===== src/vdh_pkg.sv =====
package vdh_pkg;

	localparam int MAX_VERTICES_DEF = 4096;
	localparam int MAX_BUCKETS_DEF  = 512;
	localparam int WORD_W           = 32;
	localparam int VID_W            = 12;
	localparam int CFG_W            = 10;
	localparam int DIV_STEPS        = WORD_W;
	localparam int QUEUE_DEPTH      = 2;

	typedef struct packed {
		logic [WORD_W-1:0] word_x;
		logic [WORD_W-1:0] word_y;
		logic [WORD_W-1:0] word_z;
	} vdh_in_t;

	typedef struct packed {
		logic [VID_W-1:0] vertex_id;
		logic             is_new;
		logic             overflow;
	} vdh_out_t;

	typedef enum logic [1:0] {
		F_IDLE,
		F_DIV,
		F_PUSH
	} front_state_t;

	typedef enum logic [3:0] {
		B_IDLE,
		B_CLEAR,
		B_LRD,
		B_LCMP,
		B_HRD,
		B_HNODE,
		B_HCMP,
		B_INS,
		B_INS2
	} back_state_t;

endpackage


===== src/vdh_front.sv =====
module vdh_front #(
	parameter int BW = 10,
	parameter int SW = 9
) (
	input  logic              clk,
	input  logic              arst_n,
	input  logic              start,
	input  vdh_pkg::vdh_in_t  vertex,
	input  logic [BW-1:0]     bucket_count,
	input  logic              clearing,
	input  logic              q_full,
	output logic              busy,
	output logic              push,
	output vdh_pkg::vdh_in_t  push_item,
	output logic [SW-1:0]     push_slot
);
	import vdh_pkg::*;

	localparam int CW = $clog2(DIV_STEPS);

	front_state_t state_q, state_d;
	vdh_in_t      item_q;
	logic [WORD_W-1:0] num_q;
	logic [BW-1:0]     rem_q;
	logic [CW-1:0]     cnt_q;
	logic [BW:0]       trial;
	logic [BW:0]       diff;
	logic              accept;

	assign busy   = (state_q != F_IDLE) || clearing;
	assign accept = start && !busy;
	assign push   = (state_q == F_PUSH) && !q_full;
	assign push_item = item_q;
	assign push_slot = SW'(rem_q);

	// restoring remainder, one dividend bit per cycle
	assign trial = {rem_q, num_q[WORD_W-1]};
	assign diff  = trial - {1'b0, bucket_count};

	always_comb begin
		state_d = state_q;
		unique case (state_q)
			F_IDLE: begin
				if (accept) begin
					state_d = (bucket_count != '0) ? F_DIV : F_PUSH;
				end
			end
			F_DIV: begin
				if (cnt_q == '0) begin
					state_d = F_PUSH;
				end
			end
			F_PUSH: begin
				if (!q_full) begin
					state_d = F_IDLE;
				end
			end
			default: state_d = F_IDLE;
		endcase
	end

	always_ff @(posedge clk or negedge arst_n) begin
		if (!arst_n) begin
			state_q <= F_IDLE;
		end else begin
			state_q <= state_d;
		end
	end

	always_ff @(posedge clk) begin
		if (accept) begin
			item_q <= vertex;
			num_q  <= vertex.word_x + vertex.word_y + vertex.word_z;
			rem_q  <= '0;
			cnt_q  <= CW'(DIV_STEPS - 1);
		end else if (state_q == F_DIV) begin
			num_q <= {num_q[WORD_W-2:0], 1'b0};
			cnt_q <= cnt_q - 1'b1;
			if (trial >= {1'b0, bucket_count}) begin
				rem_q <= diff[BW-1:0];
			end else begin
				rem_q <= trial[BW-1:0];
			end
		end
	end

endmodule


===== config.mk =====
export PLATFORM = sky130hd
export DESIGN_NAME = vdh_front
export DESIGN_NICKNAME = d
export VERILOG_FILES = /design/src/vdh_pkg.sv /design/src/vdh_front.sv
export SDC_FILE = /design/constraint.sdc
export NUM_CORES = 1
export LEC_CHECK = 0
export ABC_AREA = 1
export BUFFER_PORTS_ARGS = -buffer_cell sky130_fd_sc_hd__buf_4
export CAP_MARGIN = 0
export CORE_UTILIZATION = 30
export CTS_CLUSTER_SIZE = 20
export DETAILED_ROUTE_END_ITERATION = 10
export SETUP_SLACK_MARGIN = 0.5
export SLEW_MARGIN = 20
export SYNTH_ARGS = -nofsm -noshare
export SYNTH_HDL_FRONTEND = slang
export SYNTH_SLANG_ARGS = --single-unit

===== constraint.sdc =====
create_clock -name clk -period 2.94 [get_ports clk]
set_input_delay 0.735 -clock clk [delete_from_list [all_inputs] [get_ports clk]]
set_output_delay 0.735 -clock clk [all_outputs]
set_load 0.02 [all_outputs]

==> flow_summary_export.csv <==
group,metric,value,unit
critical_path,slowest_stage,"fa_1",
detailed_routing,vias,6941,
floorplanning,initial_core_util,0.307,
critical_path,cp_top_family,"adder cells",
synth,synth_cell_type_count,38,
global_routing,overflow,0,
synth,yosysTopAreaCell,"edfxtp_1",
power_and_ir_drop,power_density,747,nW/µm²
timing,finalClockSkew,0.00747,ns
synth,ys_ff_latch,145,
detailed_routing,drc,0,
floorplanning,die_h,171,µm
global_routing,antenna_found_initial,0,
timing,setup_viol,0,
place,place_hpwl,17.0,mm
cells_and_area,drive_above_1_share,0.375,
cells_and_area,instances_no_fill,1575,
critical_path,crit_buf_inv,3,
cells_and_area,fin_nets,1369,
global_routing,grt_max_degree,46,
place,portBuffers,217,
synth,yosys_most_used_dff,"edfxtp_1",
timing,max_freq,394,MHz
timing,hold_viol_final,0,
synth,ys_async_sr_fraction,0.0138,
clocking,clkTransAtPathRegs,0.06,ns
synth,synth-warning-count,0,
place,gp_congestion,0.893,
cells_and_area,multi_input_area,4530,µm²
global_routing,gr-usage-all-layers,0.152,
clocking,cts-buffers-inserted,17,
worst_hold_path,hold_class,"in2async",
timing,fin_crit,2.54,ns
detailed_routing,wire_per_inst,14.1,µm
floorplanning,core_area,27900,µm²
critical_path,crit_path_frequent_cell,"nand3_4",
critical_path,cp-end-kind,"flip-flop",
clocking,clk_latency,0.43,ns
critical_path,crit_path_max_fanout,4,
floorplanning,fp.dieW,171,µm
clocking,clockBufferDepth,2,
cells_and_area,seq_area,4190,µm²
cells_and_area,fill_cells,2738,
cells_and_area,syn2layout_area_growth,42.4,%
detailed_routing,via_per_inst,4.41,
synth,yosysSeqAreaShare,0.490,
power_and_ir_drop,p_leak,5.52,nW
timing,fin_crit_sh,0.864,
synth,syn_area,8570,µm²
detailed_routing,drt_iter0_markers,460,
clocking,clk_root_buffer_cell,"clkbuf_16",
clocking,cts_max_level,4,
critical_path,slowest_delay,0.54,ns
power_and_ir_drop,total_power,9.11,mW
detailed_routing,drtPass1Iterations,5,
timing,relSlewSlack,0.678,
global_routing,grt_pass1_wl,33.7,mm
critical_path,critical_path_class,"in2reg",
critical_path,required,3.13,ns
timing,finalMaxSlewViolations,0,
synth,synth_top_area_share,0.449,
power_and_ir_drop,ir_worst_vdd,356,µV
synth,synthTopCellsByArea,"edfxtp_1 45%, nand2_1 14%, fa_1 7.7%",
floorplanning,pin_count,218,
critical_path,path_cells,"buf_8, fa_1, ha_2, inv_2, fa_2, inv_2, nand3_4, nand3_4, nand3_4, nand3_4, nand2_2, nand2_1, nand2_1, nand3_1, nand2_1",
critical_path,start_kind,"input pin",
flow_run,drv_cap,0,
global_routing,grt_pass1_vias,6589,
timing,worstMarginPinSlew,0.484,ns
timing,rsz0062_at_grt,"yes",
synth,synth_edf_count,128,
detailed_routing,wl,22.2,mm
place,dp.cells,1527,
clocking,cts_sinks,145,
clocking,cts_tree,"yes",
detailed_routing,ant_nets,0,
synth,postSynthAreaPerCell,9.13,µm²
outcome,status,"finished, final reports clean",
critical_path,cp.arrival,2.73,ns
synth,syn-num-nets,1123,
floorplanning,die-area,29200,µm²
cells_and_area,diodes,0,
floorplanning,num_rows,61,
synth,synth_cells,938,
-- repair_timing --
action                     CTS  global route
gates resized for setup     24           102
pin swaps                    4            56
setup buffers                1            15
setup endpoints to repair   11            20
hold buffers                 0             0
-- final timing paths --
path,endpoint,cells past startpoint,slack [ns],start
max,num_q[21]$_DFFE_PP_,15,0.40,vertex[65]
min,state_q[1]$_DFFE_PN0P_,1,0.08,arst_n
max reg2reg,rem_q[6]$_SDFFE_PP0P_,9,0.77,num_q[31]$_DFFE_PP_
min reg2reg,cnt_q[4]$_SDFFE_PP1P_,2,0.47,cnt_q[4]$_SDFFE_PP1P_
max in group asynchronous,state_q[0]$_DFFE_PN0P_,1,2.77,arst_n
min in group clk,cnt_q[4]$_SDFFE_PP1P_,2,0.47,cnt_q[4]$_SDFFE_PP1P_
-- kinds of logic after synthesis --
kind of cell,Yosys count,share of synthesized area
AND/OR/NAND/NOR,466,0.231
XOR/XNOR,20,0.0204
flip-flops,145,0.490
AO/OA/AOI/OAI,66,0.0437
adder cells (fa/ha/maj),74,0.137
buffers and inverters,167,0.0786
-- metrics by stage --
step / utilization / instance area [µm²] / setup TNS, ns / hold slack (ns) / worst slack [ns]
after floorplan: - / 8940 / 0 / 0.439 / 0.231
after CTS: 0.420 / 11700 / 0 / 0.0641 / 0.439
after detailed placement: 0.396 / 11100 / -0.380 / 0.468 / -0.0935
final: 0.437 / 12200 / 0 / 0.0820 / 0.399
after global routing: 0.437 / 12200 / 0 / 0.0667 / 0.322
after global placement: 0.396 / 11100 / -0.334 / 0.458 / -0.0942
-- cells in the mapped netlist (all sizes together) (12+ instances only) --
cell and number:
a21oi 29, dfxtp 15, edfxtp 128, fa 33, ha 41, inv 148
nand2 313, nand3 57, nand4 12, nor2 62, o21ai 30, xnor2 16
-- per-layer routing --
metal,GRT usage,part of all wire
met2,0.251,0.48
met3,0.0391,0.065
met5,0,0
met4,0.0466,0.015
met1,0.193,0.44
-- flip-flops by register name (all words and copies together), names as in the netlist --
register   count
cnt_q          5
num_q         32
push_item     96
rem_q         10
state_q        2
-- cells in the final DEF, fill, tap and decap left out, types with 3 or more instances in the layout --
master | synthesis | final
nor3_2 | 2 | 4
nand2_4 | 0 | 16
fa_2 | 0 | 9
nand4_1 | 11 | 11
nor3_1 | 7 | 4
a21oi_1 | 28 | 16
nand3_1 | 52 | 39
inv_2 | 1 | 12
nor2_2 | 6 | 15
o21bai_1 | 5 | 3
nor2_4 | 0 | 5
nand3_2 | 4 | 12
inv_6 | 0 | 6
o21ai_0 | 23 | 18
buf_4 | 9 | 240
nand2_1 | 312 | 258
clkinvlp_4 | 0 | 5
nand3b_1 | 6 | 6
edfxtp_1 | 128 | 128
a21oi_2 | 1 | 11
nand2_2 | 1 | 39
o21ai_1 | 1 | 6
dfxtp_1 | 15 | 15
xnor2_1 | 16 | 15
nand3_4 | 1 | 6
nor2_1 | 56 | 42
o21ai_2 | 6 | 6
ha_4 | 0 | 26
xor2_1 | 4 | 4
ha_1 | 41 | 14
fa_1 | 33 | 24
clkbuf_16 | 0 | 17
inv_1 | 147 | 135
-- where the power goes --
part	internal, mW	switching (mW)	total (mW)
registers	2.89	0.206	3.10
clock network	1.18	0.929	2.10
logic	1.56	2.35	3.91
-- final cells by class --
class | instances | share of cell area
Clock buffer | 18 | 0.0352
Inverter | 149 | 0.0463
Multi-Input combinational cell | 626 | 0.371
Timing Repair Buffer | 245 | 0.154
Sequential cell | 145 | 0.344
Tap cell | 378 | 0.0388
Clock inverter | 14 | 0.0107
Note: power is estimated with default switching activity, not from simulation.
