==> src/vdh_pkg.sv <==
package vdh_pkg;

	localparam int MAX_VERTICES_DEF = 4096;
	localparam int MAX_BUCKETS_DEF  = 512;
	localparam int WORD_W           = 32;
	localparam int VID_W            = 12;
	localparam int CFG_W            = 10;
	localparam int DIV_STEPS        = WORD_W;
	localparam int QUEUE_DEPTH      = 2;

	typedef struct packed {
		logic [WORD_W-1:0] word_x;
		logic [WORD_W-1:0] word_y;
		logic [WORD_W-1:0] word_z;
	} vdh_in_t;

	typedef struct packed {
		logic [VID_W-1:0] vertex_id;
		logic             is_new;
		logic             overflow;
	} vdh_out_t;

	typedef enum logic [1:0] {
		F_IDLE,
		F_DIV,
		F_PUSH
	} front_state_t;

	typedef enum logic [3:0] {
		B_IDLE,
		B_CLEAR,
		B_LRD,
		B_LCMP,
		B_HRD,
		B_HNODE,
		B_HCMP,
		B_INS,
		B_INS2
	} back_state_t;

endpackage

==> src/vdh_queue.sv <==
module vdh_queue #(
	parameter int DW = 8
) (
	input  logic          clk,
	input  logic          arst_n,
	input  logic          push,
	input  logic [DW-1:0] push_data,
	input  logic          pop,
	output logic          full,
	output logic          not_empty,
	output logic [DW-1:0] pop_data
);
	import vdh_pkg::*;

	localparam int PW = $clog2(QUEUE_DEPTH);

	logic [DW-1:0] slot_q [QUEUE_DEPTH];
	logic [PW-1:0] wr_ptr_q, rd_ptr_q;
	logic [PW:0]   count_q;

	assign full      = (count_q == (PW+1)'(QUEUE_DEPTH));
	assign not_empty = (count_q != '0);
	assign pop_data  = slot_q[rd_ptr_q];

	always_ff @(posedge clk or negedge arst_n) begin
		if (!arst_n) begin
			wr_ptr_q <= '0;
			rd_ptr_q <= '0;
			count_q  <= '0;
		end else begin
			if (push) begin
				wr_ptr_q <= (wr_ptr_q == PW'(QUEUE_DEPTH-1)) ? '0 : wr_ptr_q + 1'b1;
			end
			if (pop) begin
				rd_ptr_q <= (rd_ptr_q == PW'(QUEUE_DEPTH-1)) ? '0 : rd_ptr_q + 1'b1;
			end
			if (push && !pop) begin
				count_q <= count_q + 1'b1;
			end else if (pop && !push) begin
				count_q <= count_q - 1'b1;
			end
		end
	end

	always_ff @(posedge clk) begin
		if (push) begin
			slot_q[wr_ptr_q] <= push_data;
		end
	end

endmodule

==> config.mk <==
export PLATFORM = sky130hd
export DESIGN_NAME = vdh_queue
export DESIGN_NICKNAME = d
export VERILOG_FILES = /design/src/vdh_pkg.sv /design/src/vdh_queue.sv
export SDC_FILE = /design/constraint.sdc
export NUM_CORES = 1
export LEC_CHECK = 0
export ABC_AREA = 0
export BUFFER_PORTS_ARGS = -buffer_cell sky130_fd_sc_hd__buf_2
export CORE_MARGIN = 4
export CORE_UTILIZATION = 45
export CTS_CLUSTER_SIZE = 8
export DETAILED_ROUTE_END_ITERATION = 10
export HOLD_SLACK_MARGIN = 0.1
export PLACE_DENSITY = 0.73
export SYNTH_ARGS = -nofsm -noshare
export SYNTH_HDL_FRONTEND = slang
export SYNTH_SLANG_ARGS = --single-unit
==> constraint.sdc <==
create_clock -name clk -period 1.6 [get_ports clk]
set_clock_uncertainty 0.2 [all_clocks]
set_input_delay 0 -clock clk [delete_from_list [all_inputs] [get_ports clk]]
set_output_delay 0 -clock clk [all_outputs]
set_load 0.05 [all_outputs]
==> results of run 1 <==
[path summary, 6_finish.rpt]
path	from	end	cells after the start
max	rd_ptr_q	pop_data[1]	3
min	push_data[7]	slot_q[0][7]	2
max reg2reg	wr_ptr_q	slot_q[1][1]	1
min reg2reg	wr_ptr_q	wr_ptr_q	1
max in group asynchronous	arst_n	rd_ptr_q	3
min in group asynchronous	arst_n	rd_ptr_q	3
[metrics by stage]
step	TNS [ns]	util [%]	setup WS [ns]	std cells	instance area, um^2
global placement	0	57.9	0.251	79	902
floorplan	0	-	0.238	41	773
detailed placement	0	57.9	0.241	79	902
finish	0	68.8	0.0455	98	1070
CTS	0	67.3	0.0175	95	1050
global route	-0.0157	68.8	-0.00929	98	1070
[cell usage after synthesis]
| master | n | area share (%) |
|---|---|---|
| inv_1 | 1 | 0.48 |
| ha_1 | 1 | 1.6 |
| dfrtp_1 | 4 | 13 |
| and2b_2 | 1 | 1.1 |
| buf_6 | 1 | 1.5 |
| xor2_1 | 4 | 4.5 |
| mux2_2 | 8 | 12 |
| nor2b_1 | 1 | 0.81 |
| nor2_1 | 1 | 0.48 |
| xnor2_1 | 1 | 1.1 |
| or2_2 | 1 | 0.81 |
| and2_1 | 1 | 0.81 |
| edfxtp_1 | 16 | 62 |
[power by group through the flow]
| stage | logic, mW | clock network (mW) | registers [mW] |
|---|---|---|---|
| after floorplan | 0.693 | 0 | 0.762 |
| after detailed placement | 0.796 | 0 | 0.817 |
| after global placement | 0.788 | 0 | 0.813 |
| after global routing | 0.968 | 0.260 | 0.781 |
| after CTS | 0.819 | 0.243 | 0.810 |
| final | 0.918 | 0.233 | 0.766 |
[state kept, by name, summed over array words and instances (netlist names)]
name,flops
count_q,2
wr_ptr_q,1
rd_ptr_q,1
slot_q,16
[kinds of logic (layout without fill, tap and decap cells)]
group                      Yosys count  after routing
muxes                                8              8
adders and majority gates            1              1
buffers and inverters                2             43
xor gates and xnor gates             5              5
and+or+nand+nor                      5              5
DFF                                 20             20
[repair_timing]
item / 4_1_cts / 5_1_grt
setup endpoints to repair: 8 / 8
hold buffers: 12 / 0
setup buffers: 0 / 3
gates resized for setup: 1 / 2
endpoints found under the hold margin: 32 / 0
[layout make-up]
type / count / area, um^2 / area share, %
tap: 16 / 20.0 / 1.87
sequential: 20 / 582 / 54.3
timing repair buffer: 38 / 263 / 24.5
multi-input combinational: 19 / 178 / 16.6
clock buffer: 4 / 26.3 / 2.45
inverter: 1 / 3.75 / 0.350
[cell usage in the layout (no fill, tap or decap)]
cell type	n
and2_1	1
and2b_2	1
buf_2	21
buf_4	5
clkbuf_1	1
clkbuf_4	3
dfrtp_1	3
dfrtp_2	1
dlygate4sd3_1	12
edfxtp_1	16
ha_1	1
inv_1	1
mux2_2	8
nor2_1	1
nor2b_1	1
or2_2	1
xnor2_1	1
xor2_1	4
[layer usage]
metal	up-vias	routed length, um	part of all wire (%)
li1	231	-	-
met1	220	555	44
met2	10	631	50
met3	2	56	4.5
met4	0	7	0.56
met5	-	0	0
[critical path, stage by stage, from the launching register on]
cell and delay [ns]:
dfrtp_2 0.36, buf_2 0.16, mux2_2 0.34, buf_2 0.21
==> flow_summary.yaml, run 1 <==
worst_setup_path:
  crit_path_end_kind: "output pin"
  startpoint_type: "flip-flop"
  crit_type: "flip-flop to output pin"
  r2r_setup_slack_ns: 0.26
  arrival_ns: 1.35
  crit_fanout: 4
  cp.required_ns: 1.40
pwr:
  peakVddDrop_uv: 1130
  p_seq_share_pct: 40.0
  pwr-share-comb_pct: 47.9
  p_sw_uw: 794
  p_leak_nw: 0.448
  p_int_mw: 1.12
  switching_share_pct: 41.4
  power.density_nw_per_um2: 1790
  p_total_mw: 1.92
  clkPwrFrac_pct: 12.2
global_route:
  use_met1_pct: 13.4
  busiest_layer: "met2"
  grt_usage_pct: 10.8
  antenna_found_initial: 0
  grt_max_degree: 12
  grt_pass1_wl_um: 2000
  gr-usage-met2_pct: 17.9
  gr-total-overflow: 0
  grt_pass1_vias: 436
  grtUsageMet3_pct: 3.01
sta:
  hold_slack_ns: 0.230
  maxSlewViolCount: 0
  period_needed_ns: 1.55
  fmax_mhz: 643
  finalHoldViolations: 0
  worst_pin_slew_ns: 0.432
  timing.final.crit_share_pct: 97.2
  relSlewSlack_pct: 71.2
  finalSetupViolations: 0
synth:
  synth_xor_area_share_pct: 5.66
  synth_top_family_by_area: "multiplexers"
  synth_compound_area_share_pct: 0
  ys_seq_area_share_pct: 75.1
  synth_area_um2: 773
  syn_area_per_cell_um2: 18.9
  synthAdderAreaFrac_pct: 1.62
  synth_seq_cells: 20
  ys_types: 13
  yosys_warnings: 0
  synth_cells: 41
  synth_nets: 54
  synthSimpleGateAreaFrac_pct: 4.05
  synth.mux.area_fraction_pct: 11.7
finish:
  num_antenna_cells: 0
  layout-drive-gt1-share_pct: 48.8
  n_fill_cell: 105
  fin_nets: 96
  syn2layout_area_growth_pct: 38.7
routing:
  initialDrtViolationCount: 1
  ant_nets: 0
  wl_um: 1250
  first_pass_iters: 3
  drc: 0
  viasPerCell: 4.72
  vias: 463
  wl_per_cell_um: 12.8
clocking:
  cts_tree: "yes"
  cts_root_buffer: "clkbuf_4"
  clkLatencyLatePin_ns: 0.28
  cts_buffers: 3
  clk_pin_slew_ns: 0.10
  clk_path_buf_depth: 2
  h-tree-depth: 1
  cts_sinks: 20
floorplanning:
  ios: 22
  rows: 14
  fp.coreArea_um2: 1560
  initial_core_util_pct: 49.6
  die_y_um: 49.5
  die-area_um2: 2450
  die_w_um: 49.5
placement:
  io_buffers: 21
  dp_hpwl_um: 794
  gp_congestion: 0.641
flow_run:
  drv_cap: 0
worst_hold_path:
  hold_path.class: "input port to flip-flop"
outcome:
  status: "complete, no violations"
No activity file was read; power rests on OpenSTA's default activity.
==> run 2, diff against run 1 <==
- RECOVER_POWER: unset -> 100
==> run 2 against run 1 <==
  * Worst setup slack better by 0.0020 ns
  * Via count increased by 0.43%
  * Clock-buffer cell count is the same
  * Global-route usage stayed put
  * Cell area shrank 0.47%
  * Sequential share of layout area is 0.25 points higher
  * Fmax up 0.13%
  * First-iteration DRC count is the same
  * Sequential power is essentially flat
  * Clock power barely moved
  * Largest cell class unchanged
  * Largest power group unchanged
  * Highest routed layer unchanged
==> flow_summary.yaml, run 2 (synthesis gave the netlist of run 1 again) <==
worst_setup_path:
  crit_path_end_kind: "output pin"
  r2r_setup_slack_ns: 0.27
  startpoint_type: "flip-flop"
  arrival_ns: 1.35
  crit_type: "flip-flop to output pin"
  path_cells: "buf_2 -> mux2_2 -> buf_2"
  crit_fanout: 4
  cpPeakStageDelay_ns: 0.36
  cp_slowest_cell: "dfrtp_2"
  crit_top_cell: "buf_2"
  cp.required_ns: 1.40
pwr:
  power.density_nw_per_um2: 1790
  peakVddDrop_uv: 1130
  p_leak_nw: 0.437
  switching_share_pct: 41.4
  pwr-share-comb_pct: 47.8
  p_int_mw: 1.12
  p_total_mw: 1.92
  p_seq_share_pct: 40.0
  clkPwrFrac_pct: 12.2
  p_sw_uw: 793
global_route:
  grt_max_degree: 12
  antenna_found_initial: 0
  grt_pass1_vias: 436
  grt_usage_pct: 10.8
  gr-total-overflow: 0
  grt_pass1_wl_um: 2000
floorplanning:
  die_w_um: 49.5
  die_y_um: 49.5
  ios: 22
  die-area_um2: 2450
  rows: 14
  initial_core_util_pct: 49.6
  fp.coreArea_um2: 1560
clocking:
  cts_tree: "yes"
  clk_pin_slew_ns: 0.10
  clk_path_buf_depth: 2
  cts_sinks: 20
  cts_buffers: 3
  h-tree-depth: 1
  cts_root_buffer: "clkbuf_4"
  clkLatencyLatePin_ns: 0.28
finish:
  final_common_cell: "buf_2"
  stdcell_area_um2: 1070
  layout_common_cells: "buf_2 (17), edfxtp_1 (16), dlygate4sd3_1 (12)"
  syn2layout_area_growth_pct: 38.0
  num_antenna_cells: 0
  fin_util_pct: 68.5
  fin_nets: 96
  largest_reg_flops: 16
  layout-drive-gt1-share_pct: 43.9
  top_register: "slot_q"
  top_regs: "slot_q: 16 flops, count_q: 2 flops"
routing:
  drc: 0
  wl_per_cell_um: 12.7
  ant_nets: 0
  wl_um: 1250
  first_pass_iters: 3
  viasPerCell: 4.74
  initialDrtViolationCount: 1
  vias: 465
flow_run:
  drv_cap: 0
sta:
  period_needed_ns: 1.55
  finalSetupViolations: 0
  finalHoldViolations: 0
  maxSlewViolCount: 0
  worst_pin_slew_ns: 0.419
  timing.final.crit_share_pct: 97.0
  fmax_mhz: 644
  relSlewSlack_pct: 72.0
placement:
  gp_congestion: 0.641
  io_buffers: 21
  place_area_um2: 902
  dp_hpwl_um: 794
worst_hold_path:
  hold_path.class: "input port to flip-flop"
outcome:
  status: "complete, no violations"
==> run 2: cell count changes in the layout (fill, tap and decap cells not counted) <==
cell / before / now
buf_2: 21 / 17
clkbuf_1: 1 / 5
==> run 2: power groups by stage <==
stage	registers, mW	logic [mW]	clock network [mW]
2_1_floorplan	0.762	0.693	0
3_3_place_gp	0.813	0.788	0
3_5_place_dp	0.817	0.796	0
4_1_cts	0.810	0.819	0.243
5_1_grt	0.781	0.966	0.260
6_report	0.766	0.916	0.233
==> run 2: layout make-up <==
type / count / area, um^2
Clock buffer: 4 / 26.3
Timing Repair Buffer: 38 / 258
Inverter: 1 / 3.75
Multi-Input combinational cell: 19 / 178
Sequential cell: 20 / 582
Fill cell: 109 / 492
Tap cell: 16 / 20.0
==> run 2: path summary, 6_finish.rpt <==
path | to | depth (start not counted) | start
max in group asynchronous | rd_ptr_q | 3 | arst_n
worst min register to register | wr_ptr_q | 1 | wr_ptr_q
worst max register to register | slot_q[1][1] | 1 | wr_ptr_q
worst max-delay path | pop_data[1] | 3 | rd_ptr_q
worst min-delay path | rd_ptr_q | 3 | pop
min in group asynchronous | rd_ptr_q | 3 | arst_n
==> run 2: what timing repair did <==
action,4_1_cts,5_1_grt
pin swaps,0,0
setup endpoints to repair,8,8
endpoints found under the hold margin,32,0
setup buffers,0,3
hold buffers,12,0
gates resized for setup,1,2
==> run 2: critical path, delay by kind of cell (launching register included) <==
family / cells / cell delay [ns]
buffers and inverters: 2 / 0.37
flip-flops: 1 / 0.36
multiplexers: 1 / 0.34
==> run 2: metal layers <==
layer | part of all wire, % | vias to the layer above | track usage, %
met3 | 4.5 | 2 | 3.01
met1 | 44 | 222 | 13.4
li1 | - | 231 | -
met2 | 50 | 10 | 17.9
met5 | 0 | - | 0
met4 | 0.56 | 0 | 4.15
==> run 2: metrics by stage <==
| stage | hold slack [ns] | setup WS [ns] | instances | TNS [ns] |
|---|---|---|---|---|
| 6_report | 0.233 | 0.0475 | 98 | 0 |
| 3_5_place_dp | -0.391 | 0.241 | 79 | 0 |
| 3_3_place_gp | -0.393 | 0.251 | 79 | 0 |
| 4_1_cts | 0.214 | 0.0175 | 95 | 0 |
| 2_1_floorplan | -0.496 | 0.238 | 41 | 0 |
| 5_1_grt | 0.226 | -0.00929 | 98 | -0.0157 |
